File: config.mk
export PLATFORM = sky130hd
export DESIGN_NAME = trimmed_mean_level_filter
export DESIGN_NICKNAME = d
export VERILOG_FILES = /design/src/hdl/tmlf_pkg.sv /design/src/hdl/tmlf_regs.sv /design/src/hdl/tmlf_store.sv /design/src/hdl/tmlf_div.sv /design/src/hdl/trimmed_mean_level_filter.sv
export SDC_FILE = /design/constraint.sdc
export NUM_CORES = 1
export LEC_CHECK = 0
export BUFFER_PORTS_ARGS = -buffer_cell sky130_fd_sc_hd__buf_4
export CORE_UTILIZATION = 35
export DETAILED_ROUTE_END_ITERATION = 10
export GPL_ROUTABILITY_DRIVEN = 0
export HOLD_SLACK_MARGIN = 0.03
export PLACE_DENSITY_LB_ADDON = 0.12
export SLEW_MARGIN = 10
export SYNTH_ARGS = -nofsm -noshare
export SYNTH_HDL_FRONTEND = slang
export SYNTH_SLANG_ARGS = --single-unit
File: constraint.sdc
create_clock -name clk_i -period 17.25 [get_ports clk_i]
set_input_delay 3.45 -clock clk_i [delete_from_list [all_inputs] [get_ports clk_i]]
set_output_delay 3.45 -clock clk_i [all_outputs]
set_load 0.1 [all_outputs]
File: src/hdl/tmlf_pkg.sv
// Shared constants, register map and configuration type of the trimmed-mean level filter.
`timescale 1ns / 1ps

package tmlf_pkg;

  // Default set size and trim per end
  localparam int unsigned SAMPLES_DEF = 8;
  localparam int unsigned TRIM_DEF    = 2;

  // Field widths
  localparam int unsigned SAMPLE_W = 12;
  localparam int unsigned GAIN_W   = 10;
  localparam int unsigned LEVEL_W  = 20;
  localparam int unsigned FRAC_W   = 8;

  // Divider: dividend covers gain * level, divisor covers the peak
  localparam int unsigned DIV_N = GAIN_W + LEVEL_W;
  localparam int unsigned DIV_D = SAMPLE_W;

  // APB register map
  localparam int unsigned ADDR_W = 5;
  localparam int unsigned DATA_W = 32;
  localparam logic [2:0] REG_CLAMP = 3'd0;
  localparam logic [2:0] REG_NORM  = 3'd1;
  localparam logic [2:0] REG_GAIN  = 3'd2;
  localparam logic [2:0] REG_PEAK  = 3'd3;
  localparam logic [2:0] REG_FLOOR = 3'd4;

  // Register reset values
  localparam logic [SAMPLE_W-1:0] CLAMP_RST = 12'd500;
  localparam logic [GAIN_W-1:0]   GAIN_RST  = 10'd100;
  localparam logic [SAMPLE_W-1:0] PEAK_RST  = 12'd100;
  localparam logic [LEVEL_W-1:0]  FLOOR_RST = 20'd256;

  // Peak above this forces normalization
  localparam logic [SAMPLE_W-1:0] NORM_PEAK_THR = 12'd100;
  localparam logic [LEVEL_W-1:0]  LEVEL_MAX     = {LEVEL_W{1'b1}};

  typedef struct packed {
    logic [SAMPLE_W-1:0] clamp_limit;
    logic                norm_enable;
    logic [GAIN_W-1:0]   norm_gain;
    logic [SAMPLE_W-1:0] peak_level;
    logic [LEVEL_W-1:0]  floor_level;
  } cfg_t;

endpackage

File: src/hdl/tmlf_regs.sv
// APB configuration registers of the trimmed-mean level filter.
`timescale 1ns / 1ps

module tmlf_regs (
  input  logic                              clk_i,
  input  logic                              rst_ni,
  input  logic                              psel,
  input  logic                              penable,
  input  logic                              pwrite,
  input  logic [tmlf_pkg::ADDR_W-1:0]       paddr,
  input  logic [tmlf_pkg::DATA_W-1:0]       pwdata,
  output logic [tmlf_pkg::DATA_W-1:0]       prdata,
  output logic                              pready,
  output tmlf_pkg::cfg_t                    cfg_o
);

  tmlf_pkg::cfg_t cfg_q;
  logic [2:0]     reg_idx;
  logic           wr_en;

  assign reg_idx = paddr[tmlf_pkg::ADDR_W-1:2];
  assign wr_en   = psel && penable && pwrite;
  assign pready  = 1'b1;
  assign cfg_o   = cfg_q;

  // Write the addressed register, mask to its width
  always_ff @(posedge clk_i or negedge rst_ni) begin
    if (!rst_ni) begin
      cfg_q.clamp_limit <= tmlf_pkg::CLAMP_RST;
      cfg_q.norm_enable <= 1'b0;
      cfg_q.norm_gain   <= tmlf_pkg::GAIN_RST;
      cfg_q.peak_level  <= tmlf_pkg::PEAK_RST;
      cfg_q.floor_level <= tmlf_pkg::FLOOR_RST;
    end else if (wr_en) begin
      unique case (reg_idx)
        tmlf_pkg::REG_CLAMP: cfg_q.clamp_limit <= pwdata[tmlf_pkg::SAMPLE_W-1:0];
        tmlf_pkg::REG_NORM:  cfg_q.norm_enable <= pwdata[0];
        tmlf_pkg::REG_GAIN:  cfg_q.norm_gain   <= pwdata[tmlf_pkg::GAIN_W-1:0];
        tmlf_pkg::REG_PEAK:  cfg_q.peak_level  <= pwdata[tmlf_pkg::SAMPLE_W-1:0];
        tmlf_pkg::REG_FLOOR: cfg_q.floor_level <= pwdata[tmlf_pkg::LEVEL_W-1:0];
        default: ;
      endcase
    end
  end

  // Read back the addressed register
  always_comb begin
    prdata = '0;
    unique case (reg_idx)
      tmlf_pkg::REG_CLAMP: prdata = tmlf_pkg::DATA_W'(cfg_q.clamp_limit);
      tmlf_pkg::REG_NORM:  prdata = tmlf_pkg::DATA_W'(cfg_q.norm_enable);
      tmlf_pkg::REG_GAIN:  prdata = tmlf_pkg::DATA_W'(cfg_q.norm_gain);
      tmlf_pkg::REG_PEAK:  prdata = tmlf_pkg::DATA_W'(cfg_q.peak_level);
      tmlf_pkg::REG_FLOOR: prdata = tmlf_pkg::DATA_W'(cfg_q.floor_level);
      default:             prdata = '0;
    endcase
  end

endmodule

File: src/hdl/tmlf_store.sv
// Sample memory: one write port, one read port with registered read data.
`timescale 1ns / 1ps

module tmlf_store #(
  parameter int unsigned DEPTH = tmlf_pkg::SAMPLES_DEF,
  parameter int unsigned AW    = $clog2(DEPTH)
) (
  input  logic                          clk_i,
  input  logic                          we_i,
  input  logic [AW-1:0]                 waddr_i,
  input  logic [tmlf_pkg::SAMPLE_W-1:0] wdata_i,
  input  logic [AW-1:0]                 raddr_i,
  output logic [tmlf_pkg::SAMPLE_W-1:0] rdata_o
);

  logic [tmlf_pkg::SAMPLE_W-1:0] mem_q [DEPTH];
  logic [tmlf_pkg::SAMPLE_W-1:0] rdata_q;

  // Write port
  always_ff @(posedge clk_i) begin
    if (we_i) begin
      mem_q[waddr_i] <= wdata_i;
    end
  end

  // Read port, registered read data
  always_ff @(posedge clk_i) begin
    rdata_q <= mem_q[raddr_i];
  end

  assign rdata_o = rdata_q;

endmodule

File: src/hdl/tmlf_div.sv
// Restoring divider, one quotient bit per cycle.
`timescale 1ns / 1ps

module tmlf_div (
  input  logic                        clk_i,
  input  logic                        rst_ni,
  input  logic                        start_i,
  input  logic [tmlf_pkg::DIV_N-1:0]  dividend_i,
  input  logic [tmlf_pkg::DIV_D-1:0]  divisor_i,
  output logic                        done_o,
  output logic [tmlf_pkg::DIV_N-1:0]  quotient_o
);

  localparam int unsigned CW = $clog2(tmlf_pkg::DIV_N);

  logic [tmlf_pkg::DIV_D-1:0] dvs_q;
  logic [tmlf_pkg::DIV_D-1:0] rem_q, rem_d;
  logic [tmlf_pkg::DIV_N-1:0] quo_q, quo_d;
  logic [CW-1:0]              cnt_q;
  logic                       run_q, done_q;
  logic [tmlf_pkg::DIV_D:0]   trial;
  logic                       fits;

  // Shift in the next dividend bit and try the subtract
  always_comb begin
    trial = {rem_q, quo_q[tmlf_pkg::DIV_N-1]};
    fits  = trial >= {1'b0, dvs_q};
    rem_d = fits ? tmlf_pkg::DIV_D'(trial - {1'b0, dvs_q}) : trial[tmlf_pkg::DIV_D-1:0];
    quo_d = {quo_q[tmlf_pkg::DIV_N-2:0], fits};
  end

  // Control: load on start, step until the last bit, then pulse done
  always_ff @(posedge clk_i or negedge rst_ni) begin
    if (!rst_ni) begin
      run_q  <= 1'b0;
      done_q <= 1'b0;
      cnt_q  <= '0;
    end else begin
      done_q <= 1'b0;
      if (start_i) begin
        run_q <= 1'b1;
        cnt_q <= CW'(tmlf_pkg::DIV_N - 1);
      end else if (run_q) begin
        cnt_q <= cnt_q - CW'(1);
        if (cnt_q == '0) begin
          run_q  <= 1'b0;
          done_q <= 1'b1;
        end
      end
    end
  end

  // Datapath
  always_ff @(posedge clk_i) begin
    if (start_i) begin
      dvs_q <= divisor_i;
      rem_q <= '0;
      quo_q <= dividend_i;
    end else if (run_q) begin
      rem_q <= rem_d;
      quo_q <= quo_d;
    end
  end

  assign done_o     = done_q;
  assign quotient_o = quo_q;

endmodule

File: src/hdl/trimmed_mean_level_filter.sv
// Top level of the trimmed-mean level filter: sorted insertion, trimmed sum and normalization.
`timescale 1ns / 1ps

// Usage
//   Input: drive sample_i and raise start; the item is taken at a clock edge where
//   start is high and busy is low. Each sample is clamped to clamp_limit and inserted
//   in ascending order into the sample memory, moving one larger entry up per cycle.
//   The first item of a set is written straight in; any other reads, moves the larger
//   entries up (at most SAMPLES-1) and writes the item, bounded by the single memory port pair.
//   The item that completes a set then sums the kept entries (one memory read per
//   cycle, KEPT = SAMPLES-2*TRIM reads, TRIM capped at (SAMPLES-1)/2), takes the mean by
//   reciprocal multiplication and, when normalization applies, multiplies by
//   norm_gain and divides by peak_level on a bit-serial divider. The result
//   follows from ST_SUM, ST_SEND and ST_MEAN, with ST_MUL and ST_NORM when
//   normalizing, and is presented in ST_OUT.
//   Output: done_o is high for one cycle with level_o and floored_level_o valid; the
//   receiver takes it in that cycle and cannot stall the block.
//   Configuration: APB writes, pready always high, registers at byte offsets 4*i.
//   Reset clears the sample count and loads the register defaults; the memory
//   needs no clearing since every entry is written before it is read.

module trimmed_mean_level_filter #(
  parameter int unsigned SAMPLES = tmlf_pkg::SAMPLES_DEF,
  parameter int unsigned TRIM    = tmlf_pkg::TRIM_DEF
) (
  input  logic                          clk_i,
  input  logic                          rst_ni,
  input  logic                          start,
  output logic                          busy,
  input  logic [tmlf_pkg::SAMPLE_W-1:0] sample_i,
  output logic                          done_o,
  output logic [tmlf_pkg::LEVEL_W-1:0]  level_o,
  output logic [tmlf_pkg::LEVEL_W-1:0]  floored_level_o,
  input  logic                          psel,
  input  logic                          penable,
  input  logic                          pwrite,
  input  logic [tmlf_pkg::ADDR_W-1:0]   paddr,
  input  logic [tmlf_pkg::DATA_W-1:0]   pwdata,
  output logic [tmlf_pkg::DATA_W-1:0]   prdata,
  output logic                          pready
);

  localparam int unsigned IDX_W    = $clog2(SAMPLES);
  localparam int unsigned CNT_W    = $clog2(SAMPLES + 1);
  localparam int unsigned SUM_W    = tmlf_pkg::SAMPLE_W + CNT_W;
  localparam int unsigned TRIM_LIM = (SAMPLES - 1) / 2;
  localparam int unsigned TRIM_EFF = (TRIM > TRIM_LIM) ? TRIM_LIM : TRIM;
  localparam int unsigned KEPT     = SAMPLES - 2 * TRIM_EFF;
  localparam logic [IDX_W-1:0] FIRST_IDX = IDX_W'(TRIM_EFF);
  localparam logic [IDX_W-1:0] LAST_IDX  = IDX_W'(SAMPLES - 1 - TRIM_EFF);
  localparam logic [CNT_W-1:0] LAST_CNT  = CNT_W'(SAMPLES - 1);

  // Mean by reciprocal: floor(x / KEPT) = (x * ceil(2^SH / KEPT)) >> SH for x < 2^MEAN_W
  localparam int unsigned      MEAN_W     = SUM_W + tmlf_pkg::FRAC_W;
  localparam int unsigned      KEPT_LOG   = $clog2(KEPT);
  localparam int unsigned      MEAN_SH    = MEAN_W + KEPT_LOG;
  localparam int unsigned      RECIP_W    = MEAN_W + 1;
  localparam int unsigned      PROD_W     = MEAN_W + RECIP_W;
  localparam longint unsigned  RECIP_V    = ((64'd1 << MEAN_SH) + KEPT - 1) / KEPT;
  localparam logic [RECIP_W-1:0] MEAN_RECIP = RECIP_W'(RECIP_V);

  localparam logic [3:0] ST_IDLE  = 4'd0;
  localparam logic [3:0] ST_CMP   = 4'd1;
  localparam logic [3:0] ST_PLACE = 4'd2;
  localparam logic [3:0] ST_SUM   = 4'd3;
  localparam logic [3:0] ST_SEND  = 4'd4;
  localparam logic [3:0] ST_MEAN  = 4'd5;
  localparam logic [3:0] ST_MUL   = 4'd6;
  localparam logic [3:0] ST_NORM  = 4'd8;
  localparam logic [3:0] ST_OUT   = 4'd9;

  tmlf_pkg::cfg_t cfg;

  logic [3:0]                    state_q, state_d;
  logic [CNT_W-1:0]              cnt_q, cnt_d;
  logic [IDX_W-1:0]              pos_q, pos_d;
  logic [tmlf_pkg::SAMPLE_W-1:0] samp_q, samp_d;
  logic [SUM_W-1:0]              sum_q, sum_d;
  logic                          rd_pend_q, rd_pend_d;
  logic [tmlf_pkg::LEVEL_W-1:0]  lvl_q, lvl_d;
  logic [tmlf_pkg::DIV_N-1:0]    prod_q, prod_d;

  logic                          mem_we;
  logic [IDX_W-1:0]              mem_waddr, mem_raddr;
  logic [tmlf_pkg::SAMPLE_W-1:0] mem_wdata, mem_rdata;

  logic                          div_start, div_done;
  logic [tmlf_pkg::DIV_N-1:0]    div_dividend, div_quotient;
  logic [tmlf_pkg::DIV_D-1:0]    div_divisor;

  logic                          ins_done;
  logic                          norm_on;
  logic [tmlf_pkg::SAMPLE_W-1:0] clamped;
  logic [MEAN_W-1:0]             mean_num;
  logic [PROD_W-1:0]             mean_prod;

  tmlf_regs u_regs (
    .clk_i   (clk_i),
    .rst_ni  (rst_ni),
    .psel    (psel),
    .penable (penable),
    .pwrite  (pwrite),
    .paddr   (paddr),
    .pwdata  (pwdata),
    .prdata  (prdata),
    .pready  (pready),
    .cfg_o   (cfg)
  );

  tmlf_store #(
    .DEPTH (SAMPLES),
    .AW    (IDX_W)
  ) u_store (
    .clk_i   (clk_i),
    .we_i    (mem_we),
    .waddr_i (mem_waddr),
    .wdata_i (mem_wdata),
    .raddr_i (mem_raddr),
    .rdata_o (mem_rdata)
  );

  tmlf_div u_div (
    .clk_i      (clk_i),
    .rst_ni     (rst_ni),
    .start_i    (div_start),
    .dividend_i (div_dividend),
    .divisor_i  (div_divisor),
    .done_o     (div_done),
    .quotient_o (div_quotient)
  );

  assign clamped = (sample_i > cfg.clamp_limit) ? cfg.clamp_limit : sample_i;
  assign norm_on = cfg.norm_enable || (cfg.peak_level > tmlf_pkg::NORM_PEAK_THR);

  // Scale the trimmed sum to 8 fraction bits and divide by the kept count
  assign mean_num  = {sum_q, {tmlf_pkg::FRAC_W{1'b0}}};
  assign mean_prod = PROD_W'(mean_num) * PROD_W'(MEAN_RECIP);

  // Sequence insertion, summing, the mean and the peak divide
  always_comb begin
    state_d      = state_q;
    cnt_d        = cnt_q;
    pos_d        = pos_q;
    samp_d       = samp_q;
    sum_d        = sum_q;
    rd_pend_d    = 1'b0;
    lvl_d        = lvl_q;
    prod_d       = prod_q;
    mem_we       = 1'b0;
    mem_waddr    = pos_q;
    mem_wdata    = samp_q;
    mem_raddr    = pos_q;
    div_start    = 1'b0;
    div_dividend = prod_q;
    div_divisor  = (cfg.peak_level == '0) ? tmlf_pkg::DIV_D'(1) : cfg.peak_level;
    ins_done     = 1'b0;

    unique case (state_q)
      ST_IDLE: begin
        if (start) begin
          samp_d = clamped;
          if (cnt_q == '0) begin
            // first entry of a set goes straight in
            mem_we    = 1'b1;
            mem_waddr = '0;
            mem_wdata = clamped;
            ins_done  = 1'b1;
          end else begin
            pos_d     = cnt_q[IDX_W-1:0];
            mem_raddr = cnt_q[IDX_W-1:0] - IDX_W'(1);
            state_d   = ST_CMP;
          end
        end
      end
      ST_CMP: begin
        // move a larger entry up, or drop the item into the hole
        mem_we = 1'b1;
        if (mem_rdata > samp_q) begin
          mem_wdata = mem_rdata;
          pos_d     = pos_q - IDX_W'(1);
          mem_raddr = pos_q - IDX_W'(2);
          if (pos_q == IDX_W'(1)) begin
            state_d = ST_PLACE;
          end
        end else begin
          ins_done = 1'b1;
        end
      end
      ST_PLACE: begin
        mem_we    = 1'b1;
        mem_waddr = '0;
        ins_done  = 1'b1;
      end
      ST_SUM: begin
        // read kept entries in turn, accumulate each in the cycle after its read
        rd_pend_d = 1'b1;
        if (rd_pend_q) begin
          sum_d = sum_q + SUM_W'(mem_rdata);
        end
        if (pos_q == LAST_IDX) begin
          state_d = ST_SEND;
        end else begin
          pos_d = pos_q + IDX_W'(1);
        end
      end
      ST_SEND: begin
        sum_d   = sum_q + SUM_W'(mem_rdata);
        state_d = ST_MEAN;
      end
      ST_MEAN: begin
        // take the mean, then normalize or finish
        lvl_d   = mean_prod[MEAN_SH +: tmlf_pkg::LEVEL_W];
        state_d = norm_on ? ST_MUL : ST_OUT;
      end
      ST_MUL: begin
        prod_d  = tmlf_pkg::DIV_N'(cfg.norm_gain) * tmlf_pkg::DIV_N'(lvl_q);
        state_d = ST_NORM;
      end
      ST_NORM: begin
        // start the peak divide once, then saturate its quotient
        if (!rd_pend_q) begin
          div_start    = 1'b1;
          div_dividend = prod_q;
          div_divisor  = (cfg.peak_level == '0) ? tmlf_pkg::DIV_D'(1) : cfg.peak_level;
        end
        rd_pend_d = 1'b1;
        if (div_done) begin
          rd_pend_d = 1'b0;
          if (|div_quotient[tmlf_pkg::DIV_N-1:tmlf_pkg::LEVEL_W]) begin
            lvl_d = tmlf_pkg::LEVEL_MAX;
          end else begin
            lvl_d = div_quotient[tmlf_pkg::LEVEL_W-1:0];
          end
          state_d = ST_OUT;
        end
      end
      ST_OUT: begin
        state_d = ST_IDLE;
      end
      default: begin
        state_d = ST_IDLE;
      end
    endcase

    // Count the stored item; a full set starts the trimmed sum
    if (ins_done) begin
      if (cnt_q == LAST_CNT) begin
        cnt_d     = '0;
        pos_d     = FIRST_IDX;
        sum_d     = '0;
        rd_pend_d = 1'b0;
        state_d   = ST_SUM;
      end else begin
        cnt_d   = cnt_q + CNT_W'(1);
        state_d = ST_IDLE;
      end
    end
  end

  always_ff @(posedge clk_i or negedge rst_ni) begin
    if (!rst_ni) begin
      state_q   <= ST_IDLE;
      cnt_q     <= '0;
      rd_pend_q <= 1'b0;
    end else begin
      state_q   <= state_d;
      cnt_q     <= cnt_d;
      rd_pend_q <= rd_pend_d;
    end
  end

  always_ff @(posedge clk_i) begin
    pos_q  <= pos_d;
    samp_q <= samp_d;
    sum_q  <= sum_d;
    lvl_q  <= lvl_d;
    prod_q <= prod_d;
  end

  // Present the result for one cycle
  assign busy            = (state_q != ST_IDLE);
  assign done_o          = (state_q == ST_OUT);
  assign level_o         = lvl_q;
  assign floored_level_o = (lvl_q < cfg.floor_level) ? cfg.floor_level : lvl_q;

endmodule
# After elaboration in Yosys (flattened, before gate mapping)
# Memory sizes are Yosys's and may differ from the RTL's. A register that Yosys moved wholly into a read port is not among the register bits.
# Cells that the tools add are included.
[word_totals] ff_bits=206 ram_bits=96 inputBits=55 elab_cells=141 n_memories=1
[op_classes] add_sub_neg=8 multipliers=1 n_lt_le_gt_ge=5 n_eq_ne=23 n_mux=63 reduce_logical=21
[mem_list] memory="u_store.mem_q" words=8 word_bits=12 rd=1 rd_clocked_by_memory_dff=1 wr=1 line_no="tmlf_store.sv:16" rtl="logic [tmlf_pkg::SAMPLE_W-1:0] mem_q [DEPTH];"
[ops] operator="$pmux W20 S5" n=1
[ops] operator="$mux W12" n=5
[ops] operator="$mux W20" n=3
[ops] operator="$mux W30" n=2
[ops] operator="$mux W16" n=3
[ops] operator="$pmux W20 S2" n=1
[ops] operator="$mux W4" n=9
[ops] operator="$mux W3" n=11
[ops] operator="$pmux W16 S2" n=1
[ops] operator="$pmux W4 S8" n=1
[ops] operator="$mul A10 B20 Y30" n=1
[ops] operator="$gt A12 B12 Y1" n=2
[ops] operator="$pmux W12 S2" n=1
[ops] operator="$lt A20 B20 Y1" n=1
[ops] operator="$add A16 B12 Y16" n=1
[ops] operator="$eq A4 B3 Y1 const B" n=4
[ops] operator="$mux W1" n=16
[ops] operator="$ne A3 B3 Y1 const B" n=5
[ops] operator="$reduce_and A2 Y1" n=7
[ops] operator="$ge A13 B12 Y1" n=1
[ops] operator="$gt A12 B7 Y1 const B" n=1
[ops] operator="$logic_not A12 Y1" n=1
[ops] operator="$pmux W3 S2" n=2
[ops] operator="$sub A12 B12 Y12" n=1
[ops] operator="other kinds (29)" n=40

# Depth between registers and ports, before layout
# Gate-level depths: netlist (run 1).
[logic_depth] depth_word=6 depth_mapped=22

# Hierarchy
# From an unflattened synthesis (run 1), not the netlist that was laid out.
[unflattened] hier_cells=2027 hier_area_um2=22346.4
[by_module_without_submodules] mod="trimmed_mean_level_filter" instances=1 cells_each=1413 area_per_inst_um2=12579.6
[by_module_without_submodules] mod="tmlf_store" instances=1 cells_each=164 area_per_inst_um2=3987.6
[by_module_without_submodules] mod="tmlf_div" instances=1 cells_each=246 area_per_inst_um2=3100.5
[by_module_without_submodules] mod="tmlf_regs" instances=1 cells_each=204 area_per_inst_um2=2678.8

# Least setup slack after synthesis (run 1)
# No wires, ideal clock.
[synth_timing] kind="input-to-output" start="input port paddr[3] in the netlist's numbering" end="output port prdata[1] in the netlist's numbering" arrival_time_ps=6476 t_required_ps=13800 setup_slack_ps=7324 stages=6 n_path_buf=2 cell_sequence="clkbuf_1 > clkbuf_1 > mux2i_1 > nor2_1 > a21oi_1 > o21ai_0"
[synth_between] elab_chain_len=2 elab_cells_between_ends=6 cone_classes="4 x eq/ne; 1 x mux; 1 x reduce/logical"
[synth_rtl] item="from (decl)" line_no="trimmed_mean_level_filter.sv:37" rtl="input logic [tmlf_pkg::ADDR_W-1:0] paddr,"
[synth_rtl] item="$eq A3 B3 Y1, or another cell as far along" line_no="tmlf_regs.sv:49" rtl="unique case (reg_idx)"
[synth_rtl] item="$pmux W20 S5 *" line_no="tmlf_regs.sv:49"
[synth_rtl] item="to (decl)" line_no="trimmed_mean_level_filter.sv:39" rtl="output logic [tmlf_pkg::DATA_W-1:0] prdata,"
# Mark *: on every way between the ends. The rest lies on a longest branch, timed or not.

# Worst setup path after layout (run 1)
[layout_timing] start="input port paddr[3] in the netlist's numbering" end="output port prdata[15] in the netlist's numbering"
# Same word-level chain as after synthesis.

==> metrics.txt, run 1 <==
hold_sp=prod_q[19]$_DFFE_PP_; Power Density=216 mW/mm²; All-Layer GR Usage=0.191; number of cells produced by synthesis=2154; status=finished clean; antenna violations before repair=4; share of layout cells above drive strength 1=0.137; Core ar.=0.0617 mm²; area delta synth->final=13.2%; number of post-CTS setup repair buffers=0; Placed Area=0.0234 mm²; full die area=0.0636 mm²; Critical R2R Launch=u_regs.cfg_o[40]$_DFFE_PN0P_; CP startpoint=paddr[3]; Tcrit/Tclk final=0.499; Avg WL per Cell=19.4 µm; Horiz. Die Dim=252 µm; crit path DAT=5160 ps; Ports=130; # resized after CTS=0; Setup TNS=0 ps; Seq cells post-synth=312; Min Clock Period, post-route=8610 ps; unrepaired setup endpoints after global routing=false; Post-synth EDFFs=200; port bufs=102; most frequent cells in the layout=nand2_1 (325), inv_1 (223), edfxtp_1 (200); crit-path max FO=17; Worst path slowest cell=nand2_1; largest net degree at the start of global routing=72; H-Tree Depth=2; Max Cap Violations=0; CTS tree=yes; CTS Buf Count=39; Root Driver=clkbuf_16; Top FF cell, synth=edfxtp_1; Hold-fix buffers, CTS=0; drt pass-1 iters=5; Slew headroom=0.179; Clock Path Buffers=3; first-pass GRT wire length=92600 µm; drt via density=5.04; DR iter-0 viols=784; Hold Path Class=flip-flop to flip-flop; clk sinks=312; DRC viols=0; DR vias=15500; clk slew on worst S/H paths=60 ps; Netlist cell types=76; Final Skew=33.7 ps; Syn. warnings=0; number of global-route vias before repair=15600; Clock Latency Late Sink=570 ps; Critical Path End Type=output port; Finished Cell Area=0.0248 mm²; Initial Utilization=0.355; total routed wirelength=59600 µm; Max IR drop VDD=140 µV; Worst EP required=13800 ps; Finished Core Util=0.402; commonest non-fill, non-tap cell in the layout=nand2_1; Fmax=116 MHz; P_leak=10.9 nW; Worst Tran Pin Value=1230 ps; Worst setup SP type=input pin; asr flop ratio synth=0.228; aggregate global routing overflow=0; total power=5.36 mW; sequential element share of the synthesized area=0.394; Die Span Y=252 µm; layout net count=2547; antenna-violating nets left=0; final setup violation count=0; Cell Chain, Critical Path=buf_4 > nor2_1 > nand2_1 > nor2_1 > buf_4; placed wire-length estimate=43200 µm; Setup CP Type=input pin to output port; Syn Std Cell Area=0.0219 mm²; Ant. Diodes=0; Fin. Hold Viols=0; Critical Path Max Stage Delay=560 ps; fin. max-slew vios=0; Mapped Avg Cell Area=10.2 µm²; Std-Cell Rows=91
[metrics by stage]
stage / instances / worst slack, ps / hold slack [ps]
after global placement: 3005 / 8660 / 469
after CTS: 3077 / 8620 / 484
after detailed placement: 3005 / 8630 / 476
final: 3077 / 8640 / 481
after global routing: 3077 / 8510 / 513
after floorplan: 2165 / 7320 / 449
[report_power, final]
part	total [mW]	internal, mW	switching [mW]
clock	0.864	0.520	0.344
sequential	1.33	1.14	0.187
combinational	3.17	1.26	1.91
[critical path, delay by kind of cell]
kind                   cells  cell delay [ps]
and+or+nand+nor            3             1190
buffers and inverters      2              510
[kinds of logic (layout without fill, tap and decap cells)]
group / after synthesis / count (layout) / synth area share
AOI/OAI and AO/OA: 356 / 356 / 0.105
xor gates and xnor gates: 44 / 44 / 0.0176
adders and majority gates: 283 / 283 / 0.211
buffers and inverters: 356 / 431 / 0.0670
DFF: 312 / 312 / 0.394
muxes: 134 / 134 / 0.0653
other: 2 / 13 / 0.000343
and+or+nand+nor: 667 / 667 / 0.140
[synth_stat cells (11+ instances only)]
library cell	number	area, µm²
nor3_1	21	105
dfxtp_1	41	821
fa_1	144	2880
xnor2_1	34	298
buf_2	11	55.1
o21a_1	13	97.6
dfrtp_1	58	1450
a21o_1	33	248
nand2_1	325	1220
a221o_1	14	140
buf_4	13	97.6
a21oi_1	106	531
nand2b_1	12	75.1
nor2b_1	15	93.8
and2_1	114	713
ha_1	139	1740
nor2_1	114	428
inv_1	223	837
dfstp_2	13	342
o21ai_0	97	485
nand4_1	13	81.3
clkbuf_1	94	353
nand3_1	11	55.1
mux2_2	67	754
a32o_1	13	130
edfxtp_1	200	6010
mux2i_1	63	631
[registers in the layout, summed over array words and instances (netlist names)]
name	flops
level_o	20
u_div.rem_q	12
sum_q	14
u_div.quotient_o	30
u_div.cnt_q	5
prod_q	30
state_q	4
u_div.done_o	1
u_regs.cfg_o	55
u_div.dvs_q	12
u_div.run_q	1
u_store.rdata_o	12
rd_pend_q	1
samp_q	12
cnt_q	4
u_store.mem_q	96
pos_q	3
[metal layers]
layer	track usage	routed length, µm
met1	0.266	27900
met4	0.0533	1380
met3	0.0320	2960
met2	0.305	27300
met5	0	0
[worst paths after layout]
check	end	slack, ps	cells after the start
min reg2reg	u_div.quotient_o[19]$_DFFE_PP_	480	2
min	u_div.quotient_o[19]$_DFFE_PP_	480	2
max reg2reg	prod_q[26]$_DFFE_PP_	10670	18
max	prdata[15]	8640	5
min in group asynchronous	u_regs.cfg_o[42]$_DFFE_PN0P_	3050	1
max in group asynchronous	u_regs.cfg_o[16]$_DFFE_PN0P_	13450	1
[area by class of cell]
class | count | area (µm²)
Timing Repair Buffer | 135 | 1010
Inverter | 224 | 841
Multi-Input combinational cell | 1497 | 11900
Fill cell | 6197 | 36900
Tap cell | 837 | 1050
Sequential cell | 312 | 8620
Clock buffer | 49 | 1020
Clock inverter | 23 | 332
Power figures use the tool's default switching activity.
==> run 2: changes to the inputs <==
Clock period 17.25 ns to 7.9 ns, I/O delays scaled along.
==> metrics.txt, run 2 (synthesis gave the netlist of run 1 again) <==
Hold Path Class=flip-flop to flip-flop (unchanged); Root Driver=clkbuf_16 (unchanged); clk sinks=312 (unchanged); Max IR drop VDD=294 µV (was 140 µV); Slew headroom=0.202 (was 0.179); drt pass-1 iters=5 (unchanged); hold_sp=sum_q[5]$_DFF_P_ (was prod_q[19]$_DFFE_PP_); Setup CP Type=flip-flop to flip-flop (was input pin to output port); drt via density=5.05 (was 5.04); final setup violation count=0 (unchanged); first-pass GRT wire length=94000 µm (was 92600 µm); share of layout cells above drive strength 1=0.136 (was 0.137); Final Skew=21.1 ps (was 33.7 ps); CTS tree=yes (unchanged); number of post-CTS setup repair buffers=0 (unchanged); DRC viols=0 (unchanged); Largest register FFs=96 (unchanged); status=finished clean (unchanged); port bufs=102 (unchanged); Worst setup SP type=flip-flop (was input pin); Fin. Hold Viols=0 (unchanged); Die Span Y=252 µm (unchanged); Max Cap Violations=0 (unchanged); R2R Setup Slk=1230 ps (was 10670 ps); DR iter-0 viols=740 (was 784); largest register by flop count=u_store.mem_q (unchanged); aggregate global routing overflow=0 (unchanged); Power Density=470 mW/mm² (was 216 mW/mm²); All-Layer GR Usage=0.194 (was 0.191); Worst Tran Pin Value=1200 ps (was 1230 ps); Hold-fix buffers, CTS=0 (unchanged); Finished Core Util=0.401 (was 0.402); DR vias=15500 (about the same); full die area=0.0636 mm² (unchanged); total power=11.6 mW (was 5.36 mW); number of global-route vias before repair=16000 (was 15600); area delta synth->final=13.0% (was 13.2%); Clock Latency Late Sink=570 ps (about the same); Clock Path Buffers=3 (unchanged); clk slew on worst S/H paths=60 ps (about the same); CTS Buf Count=40 (was 39); fillers=6194 (was 6197); antenna violations before repair=2 (was 4); crit path DAT=7090 ps (was 5160 ps); Horiz. Die Dim=252 µm (unchanged); Tcrit/Tclk final=0.844; Setup TNS=0 ps (unchanged); Avg WL per Cell=19.6 µm (was 19.4 µm); Initial Utilization=0.355 (unchanged); Ports=130 (unchanged); total routed wirelength=60200 µm (was 59600 µm); largest net degree at the start of global routing=64 (was 72); Placed Cells=3001 (was 3005); commonest non-fill, non-tap cell in the layout=nand2_1 (unchanged); Worst EP required=8320 ps (was 13800 ps); Min Clock Period, post-route=6670 ps; antenna-violating nets left=0 (unchanged); Std-Cell Rows=91 (unchanged); Fmax=150 MHz; Critical Path End Type=flip-flop (was output port); P_leak=10.9 nW (about the same); placed wire-length estimate=43900 µm (was 43200 µm); layout net count=2544 (was 2547); hold path depth=2 (unchanged); R2R depth=18 (unchanged); fin. max-slew vios=0 (unchanged); worst r2r dst=prod_q[26]$_DFFE_PP_ (unchanged); Placed Area=0.0234 mm² (about the same); # resized after CTS=0 (unchanged); crit-path max FO=22 (was 17); unrepaired setup endpoints after global routing=false (unchanged); Critical R2R Launch=u_regs.cfg_o[41]$_DFFE_PN0P_ (was u_regs.cfg_o[40]$_DFFE_PN0P_); Finished Layout Cells=3075 (was 3077); Hold EP=sum_q[5]$_DFF_P_ (was u_div.quotient_o[19]$_DFFE_PP_); most frequent cells in the layout=nand2_1 (325), inv_1 (223), edfxtp_1 (200) (unchanged); H-Tree Depth=2 (unchanged); Finished Cell Area=0.0248 mm² (about the same); Core ar.=0.0617 mm² (unchanged)
## run 2: changes by cell type in the layout (fill, tap and decap cells not counted), sizes merged
cell	previous run	this run
diode	0	2
clkinv	11	15
inv	228	224
buf	135	131
clkbuf	49	53
clkinvlp	2	1
bufinv	6	3
## run 2: report_power, final
group,switching (mW),internal [mW]
Sequential,0.424,2.49
Clock,0.744,1.08
Combinational,4.13,2.75
Total,5.29,6.33
## run 2: final cells by class
cell class / instances / area [µm²] / share of cell area
Multi-Input combinational cell: 1497 / 11900 / 0.482
Sequential cell: 312 / 8620 / 0.348
Clock buffer: 53 / 1090 / 0.0440
Tap cell: 837 / 1050 / 0.0423
Timing Repair Buffer: 131 / 983 / 0.0397
Inverter: 224 / 841 / 0.0340
Clock inverter: 19 / 240 / 0.00971
Antenna cell: 2 / 5.00 / 0.000202
## run 2: worst max path at each step
stage,startpoint,end,cells past startpoint
2_1_floorplan,level_o[5]$_SDFFCE_PN0P_,prod_q[25]$_DFFE_PP_,22
3_3_place_gp,u_regs.cfg_o[41]$_DFFE_PN0P_,prod_q[26]$_DFFE_PP_,18
3_5_place_dp,u_regs.cfg_o[41]$_DFFE_PN0P_,prod_q[26]$_DFFE_PP_,18
4_1_cts,u_regs.cfg_o[41]$_DFFE_PN0P_,prod_q[26]$_DFFE_PP_,18
5_1_grt,u_regs.cfg_o[41]$_DFFE_PN0P_,prod_q[26]$_DFFE_PP_,18
6_report,u_regs.cfg_o[41]$_DFFE_PN0P_,prod_q[26]$_DFFE_PP_,18
## run 2: metrics by stage
stage / setup WS (ps) / hold slack (ps)
after CTS: 1240 / 490
after detailed placement: 1300 / 482
after floorplan: 1530 / 449
after global routing: 812 / 504
final: 1230 / 484
after global placement: 1360 / 471
## run 2: critical path, stage by stage (launching register included)
cell	delay (ps)
dfrtp_1	960
nand2_1	190
fa_1	560
fa_1	560
inv_1	70
fa_1	500
fa_1	550
inv_1	50
fa_1	530
inv_1	40
ha_1	380
a2111oi_0	370
o21ai_0	220
a21oi_1	300
a21oi_1	170
a32oi_1	320
o31ai_1	230
or4_1	440
nand3_1	80
## run 2: metal layers
layer | up-vias | wire, µm | share of wire | GRT usage
li1 | 7363 | - | - | -
met1 | 7846 | 27500 | 0.46 | 0.259
met2 | 266 | 28800 | 0.48 | 0.324
met3 | 63 | 2900 | 0.048 | 0.0348
met4 | 0 | 1020 | 0.017 | 0.0447
met5 | - | 0 | 0 | 0
==> run 3: changes to the inputs <==
Settings changed: ABC_AREA set to 1.
Clock period 7.9 ns to 6 ns, I/O delays scaled along.
==> metrics.txt, run 3 <==
Finished Layout Cells=3624 (was 3075); Setup CP Type=flip-flop to flip-flop (unchanged); Worst EP required=6280 ps (was 8320 ps); Core ar.=0.0632 mm² (was 0.0617 mm²); clk sinks=312 (unchanged); hold path depth=2 (unchanged); Worst setup SP type=flip-flop (unchanged); most frequent cells after synthesis=nand2_1 (686), inv_1 (472), edfxtp_1 (200) (was nand2_1 (325), inv_1 (223), edfxtp_1 (200)); hold_sp=u_div.rem_q[3]$_SDFFE_PP0P_ (was sum_q[5]$_DFF_P_); Largest register FFs=96 (unchanged); Clock Latency Late Sink=540 ps (was 570 ps); Power Density=538 mW/mm² (was 470 mW/mm²); Syn. warnings=0 (unchanged); Post-synth EDFFs=200 (unchanged); Synth area leaders=edfxtp_1 (27%), fa_1 (13%), nand2_1 (11%), inv_1 (7.9%), ha_1 (7.8%) (was edfxtp_1 (27%), fa_1 (13%), ha_1 (7.9%), dfrtp_1 (6.6%), nand2_1 (5.6%)); P_leak=12.8 nW (was 10.9 nW); layout net count=3088 (was 2544); top-count cell post-synth=nand2_1 (unchanged); commonest non-fill, non-tap cell in the layout=nand2_1 (unchanged); CTS Buf Count=36 (was 40); post-synth top area cell=edfxtp_1 (unchanged); sequential element share of the synthesized area=0.384 (was 0.394); Clock power frac=0.162 (was 0.157); final setup violation count=0 (unchanged); Avg WL per Cell=18.2 µm (was 19.6 µm); Pint=7.07 mW (was 6.33 mW); crit path DAT=5920 ps (was 7090 ps); antenna-violating nets left=0 (unchanged); Critical R2R Launch=u_regs.cfg_o[34]$_DFFE_PN1P_ (was u_regs.cfg_o[41]$_DFFE_PN0P_); Max Cap Violations=0 (unchanged); asr flop ratio synth=0.228 (unchanged); share of layout cells above drive strength 1=0.0965 (was 0.136); largest register by flop count=u_store.mem_q (unchanged); largest net degree at the start of global routing=72 (was 64); DR iter-0 viols=1211 (was 740); antenna violations before repair=0 (was 2); Mapped Avg Cell Area=8.43 µm² (was 10.2 µm²); area delta synth->final=13.3% (was 13.0%); sequential fraction of design power=0.271 (was 0.251); Worst Tran Pin Value=1100 ps (was 1200 ps); Tcrit/Tclk final=0.940 (was 0.844); Die Span Y=255 µm (was 252 µm); number of post-CTS setup repair buffers=0 (unchanged); Hold-fix buffers, CTS=0 (unchanged); switch share=0.483 (was 0.455); Initial Utilization=0.355 (about the same); Setup TNS=0 ps (unchanged); unrepaired setup endpoints after global routing=false (unchanged); total routed wirelength=65900 µm (was 60200 µm); Ant. Diodes=0 (was 2); Hold Path Class=flip-flop to flip-flop (unchanged); Multi-input gate area=0.0115 mm² (was 0.0119 mm²); DR vias=17700 (was 15500); Horiz. Die Dim=255 µm (was 252 µm); Top FF cell, synth=edfxtp_1 (unchanged); Netlist cell types=54 (was 76); clk slew on worst S/H paths=60 ps (about the same); Fin. Hold Viols=0 (unchanged); Synth top area share=0.268 (was 0.274); Syn Std Cell Area=0.0224 mm² (was 0.0219 mm²); Slew headroom=0.266 (was 0.202); Min Clock Period, post-route=5640 ps (was 6670 ps); switching power=6.59 mW (was 5.29 mW); DRC viols=0 (unchanged); R2R depth=21 (was 18); Fmax=177 MHz (was 150 MHz); Critical Path End Type=flip-flop (unchanged); drt via density=4.88 (was 5.05); All-Layer GR Usage=0.206 (was 0.194); drt pass-1 iters=5 (unchanged); first-pass GRT wire length=102000 µm (was 94000 µm); Final Skew=22.7 ps (was 21.1 ps); H-Tree Depth=2 (unchanged); worst r2r dst=prod_q[23]$_DFFE_PP_ (was prod_q[26]$_DFFE_PP_); Clock Path Buffers=3 (unchanged); Seq cells post-synth=312 (unchanged); Max IR drop VDD=229 µV (was 294 µV); Logic pwr share=0.568 (was 0.592); Hold EP=u_div.rem_q[3]$_SDFFE_PP0P_ (was sum_q[5]$_DFF_P_); fillers=6348 (was 6194); # resized after CTS=0 (unchanged); number of cells produced by synthesis=2660 (was 2154); placed wire-length estimate=51300 µm (was 43900 µm); port bufs=102 (unchanged); Root Driver=clkbuf_16 (unchanged); Ports=130 (unchanged); most frequent cells in the layout=nand2_1 (686), inv_1 (472), edfxtp_1 (200) (was nand2_1 (325), inv_1 (223), edfxtp_1 (200)); crit-path max FO=14 (was 22); status=finished clean (unchanged); CTS tree=yes (unchanged); number of global-route vias before repair=17600 (was 16000); Std-Cell Rows=92 (was 91); R2R Setup Slk=360 ps (was 1230 ps); aggregate global routing overflow=0 (unchanged); Finished Core Util=0.402 (was 0.401); FF+latch area=0.00862 mm² (about the same); fin. max-slew vios=0 (unchanged); Placed Cells=3558 (was 3001); full die area=0.0651 mm² (was 0.0636 mm²)
## run 3: area by class of cell
class / instances / share of cell area
repair buffers: 166 / 0.0495
well taps: 846 / 0.0417
clock buffers: 56 / 0.0409
multi-input cells: 1752 / 0.452
clock inverters: 10 / 0.00542
flip-flops and latches: 312 / 0.339
inverters: 482 / 0.0712
## run 3: worst max-delay path, stage by stage (launching register included)
cell and delay (ps):
dfstp_2 770, buf_4 240, nand2_1 80, fa_1 530, inv_1 50, fa_1 460, ha_1 300, inv_1 50
fa_1 550, inv_1 60, fa_1 470, ha_1 360, a21oi_1 270, a21boi_0 350, o21ai_0 220, nand3_1 140
o21ai_0 100, buf_4 150, nand2_1 70, nand2_1 50, nand2_1 50, nand2_1 50
## run 3: cell families (layout without fill, tap and decap cells)
kind of cell	Yosys count	after routing	synth area share
multiplexers	12	12	0.00536
AO/OA/AOI/OAI	399	399	0.0972
other	2	13	0.000335
AND/OR/NAND/NOR	1006	1006	0.185
flip-flops	312	312	0.384
adder cells (fa/ha/maj)	283	283	0.206
XOR/XNOR	39	39	0.0152
buffers and inverters	607	714	0.107
## run 3: worst max-delay path by stage
stage / slack [ps] / startpoint / end / cells after the start
after floorplan: 320 / level_o[5]$_SDFFCE_PN0P_ / prod_q[27]$_DFFE_PP_ / 24
after global placement: 290 / u_regs.cfg_o[41]$_DFFE_PN0P_ / prod_q[23]$_DFFE_PP_ / 18
after detailed placement: 240 / u_regs.cfg_o[41]$_DFFE_PN0P_ / prod_q[23]$_DFFE_PP_ / 18
after CTS: 230 / u_regs.cfg_o[41]$_DFFE_PN0P_ / prod_q[23]$_DFFE_PP_ / 18
after global routing: 50 / u_regs.cfg_o[34]$_DFFE_PN1P_ / prod_q[23]$_DFFE_PP_ / 21
final: 360 / u_regs.cfg_o[34]$_DFFE_PN1P_ / prod_q[23]$_DFFE_PP_ / 21
## run 3: layer usage
layer  routed length, µm  track usage  vias to the layer above
li1                    -            -                     8618
met1               30400        0.274                     8605
met2               31900        0.363                      377
met3                2340       0.0192                       69
met4                1230       0.0455                        0
met5                   0            0                        -
## run 3: metrics by stage
stage                     power (mW)  setup WS, ps  hold WS (ps)  instance area [µm²]
after floorplan                 9.41           322           445                22500
after CTS                       13.8           232           475                25400
after detailed placement        11.5           242           465                24200
final                           13.7           360           475                25400
after global routing            14.9          52.4           487                25400
after global placement          11.4           290           468                24200
## run 3: power by group through the flow
stage          sequential, mW  clock (mW)  combinational [mW]
5_1_grt                  3.75        2.34                8.82
2_1_floorplan            3.56           0                5.85
3_3_place_gp             3.73           0                7.69
6_report                 3.70        2.21                7.75
4_1_cts                  3.70        2.26                7.83
3_5_place_dp             3.74           0                7.78
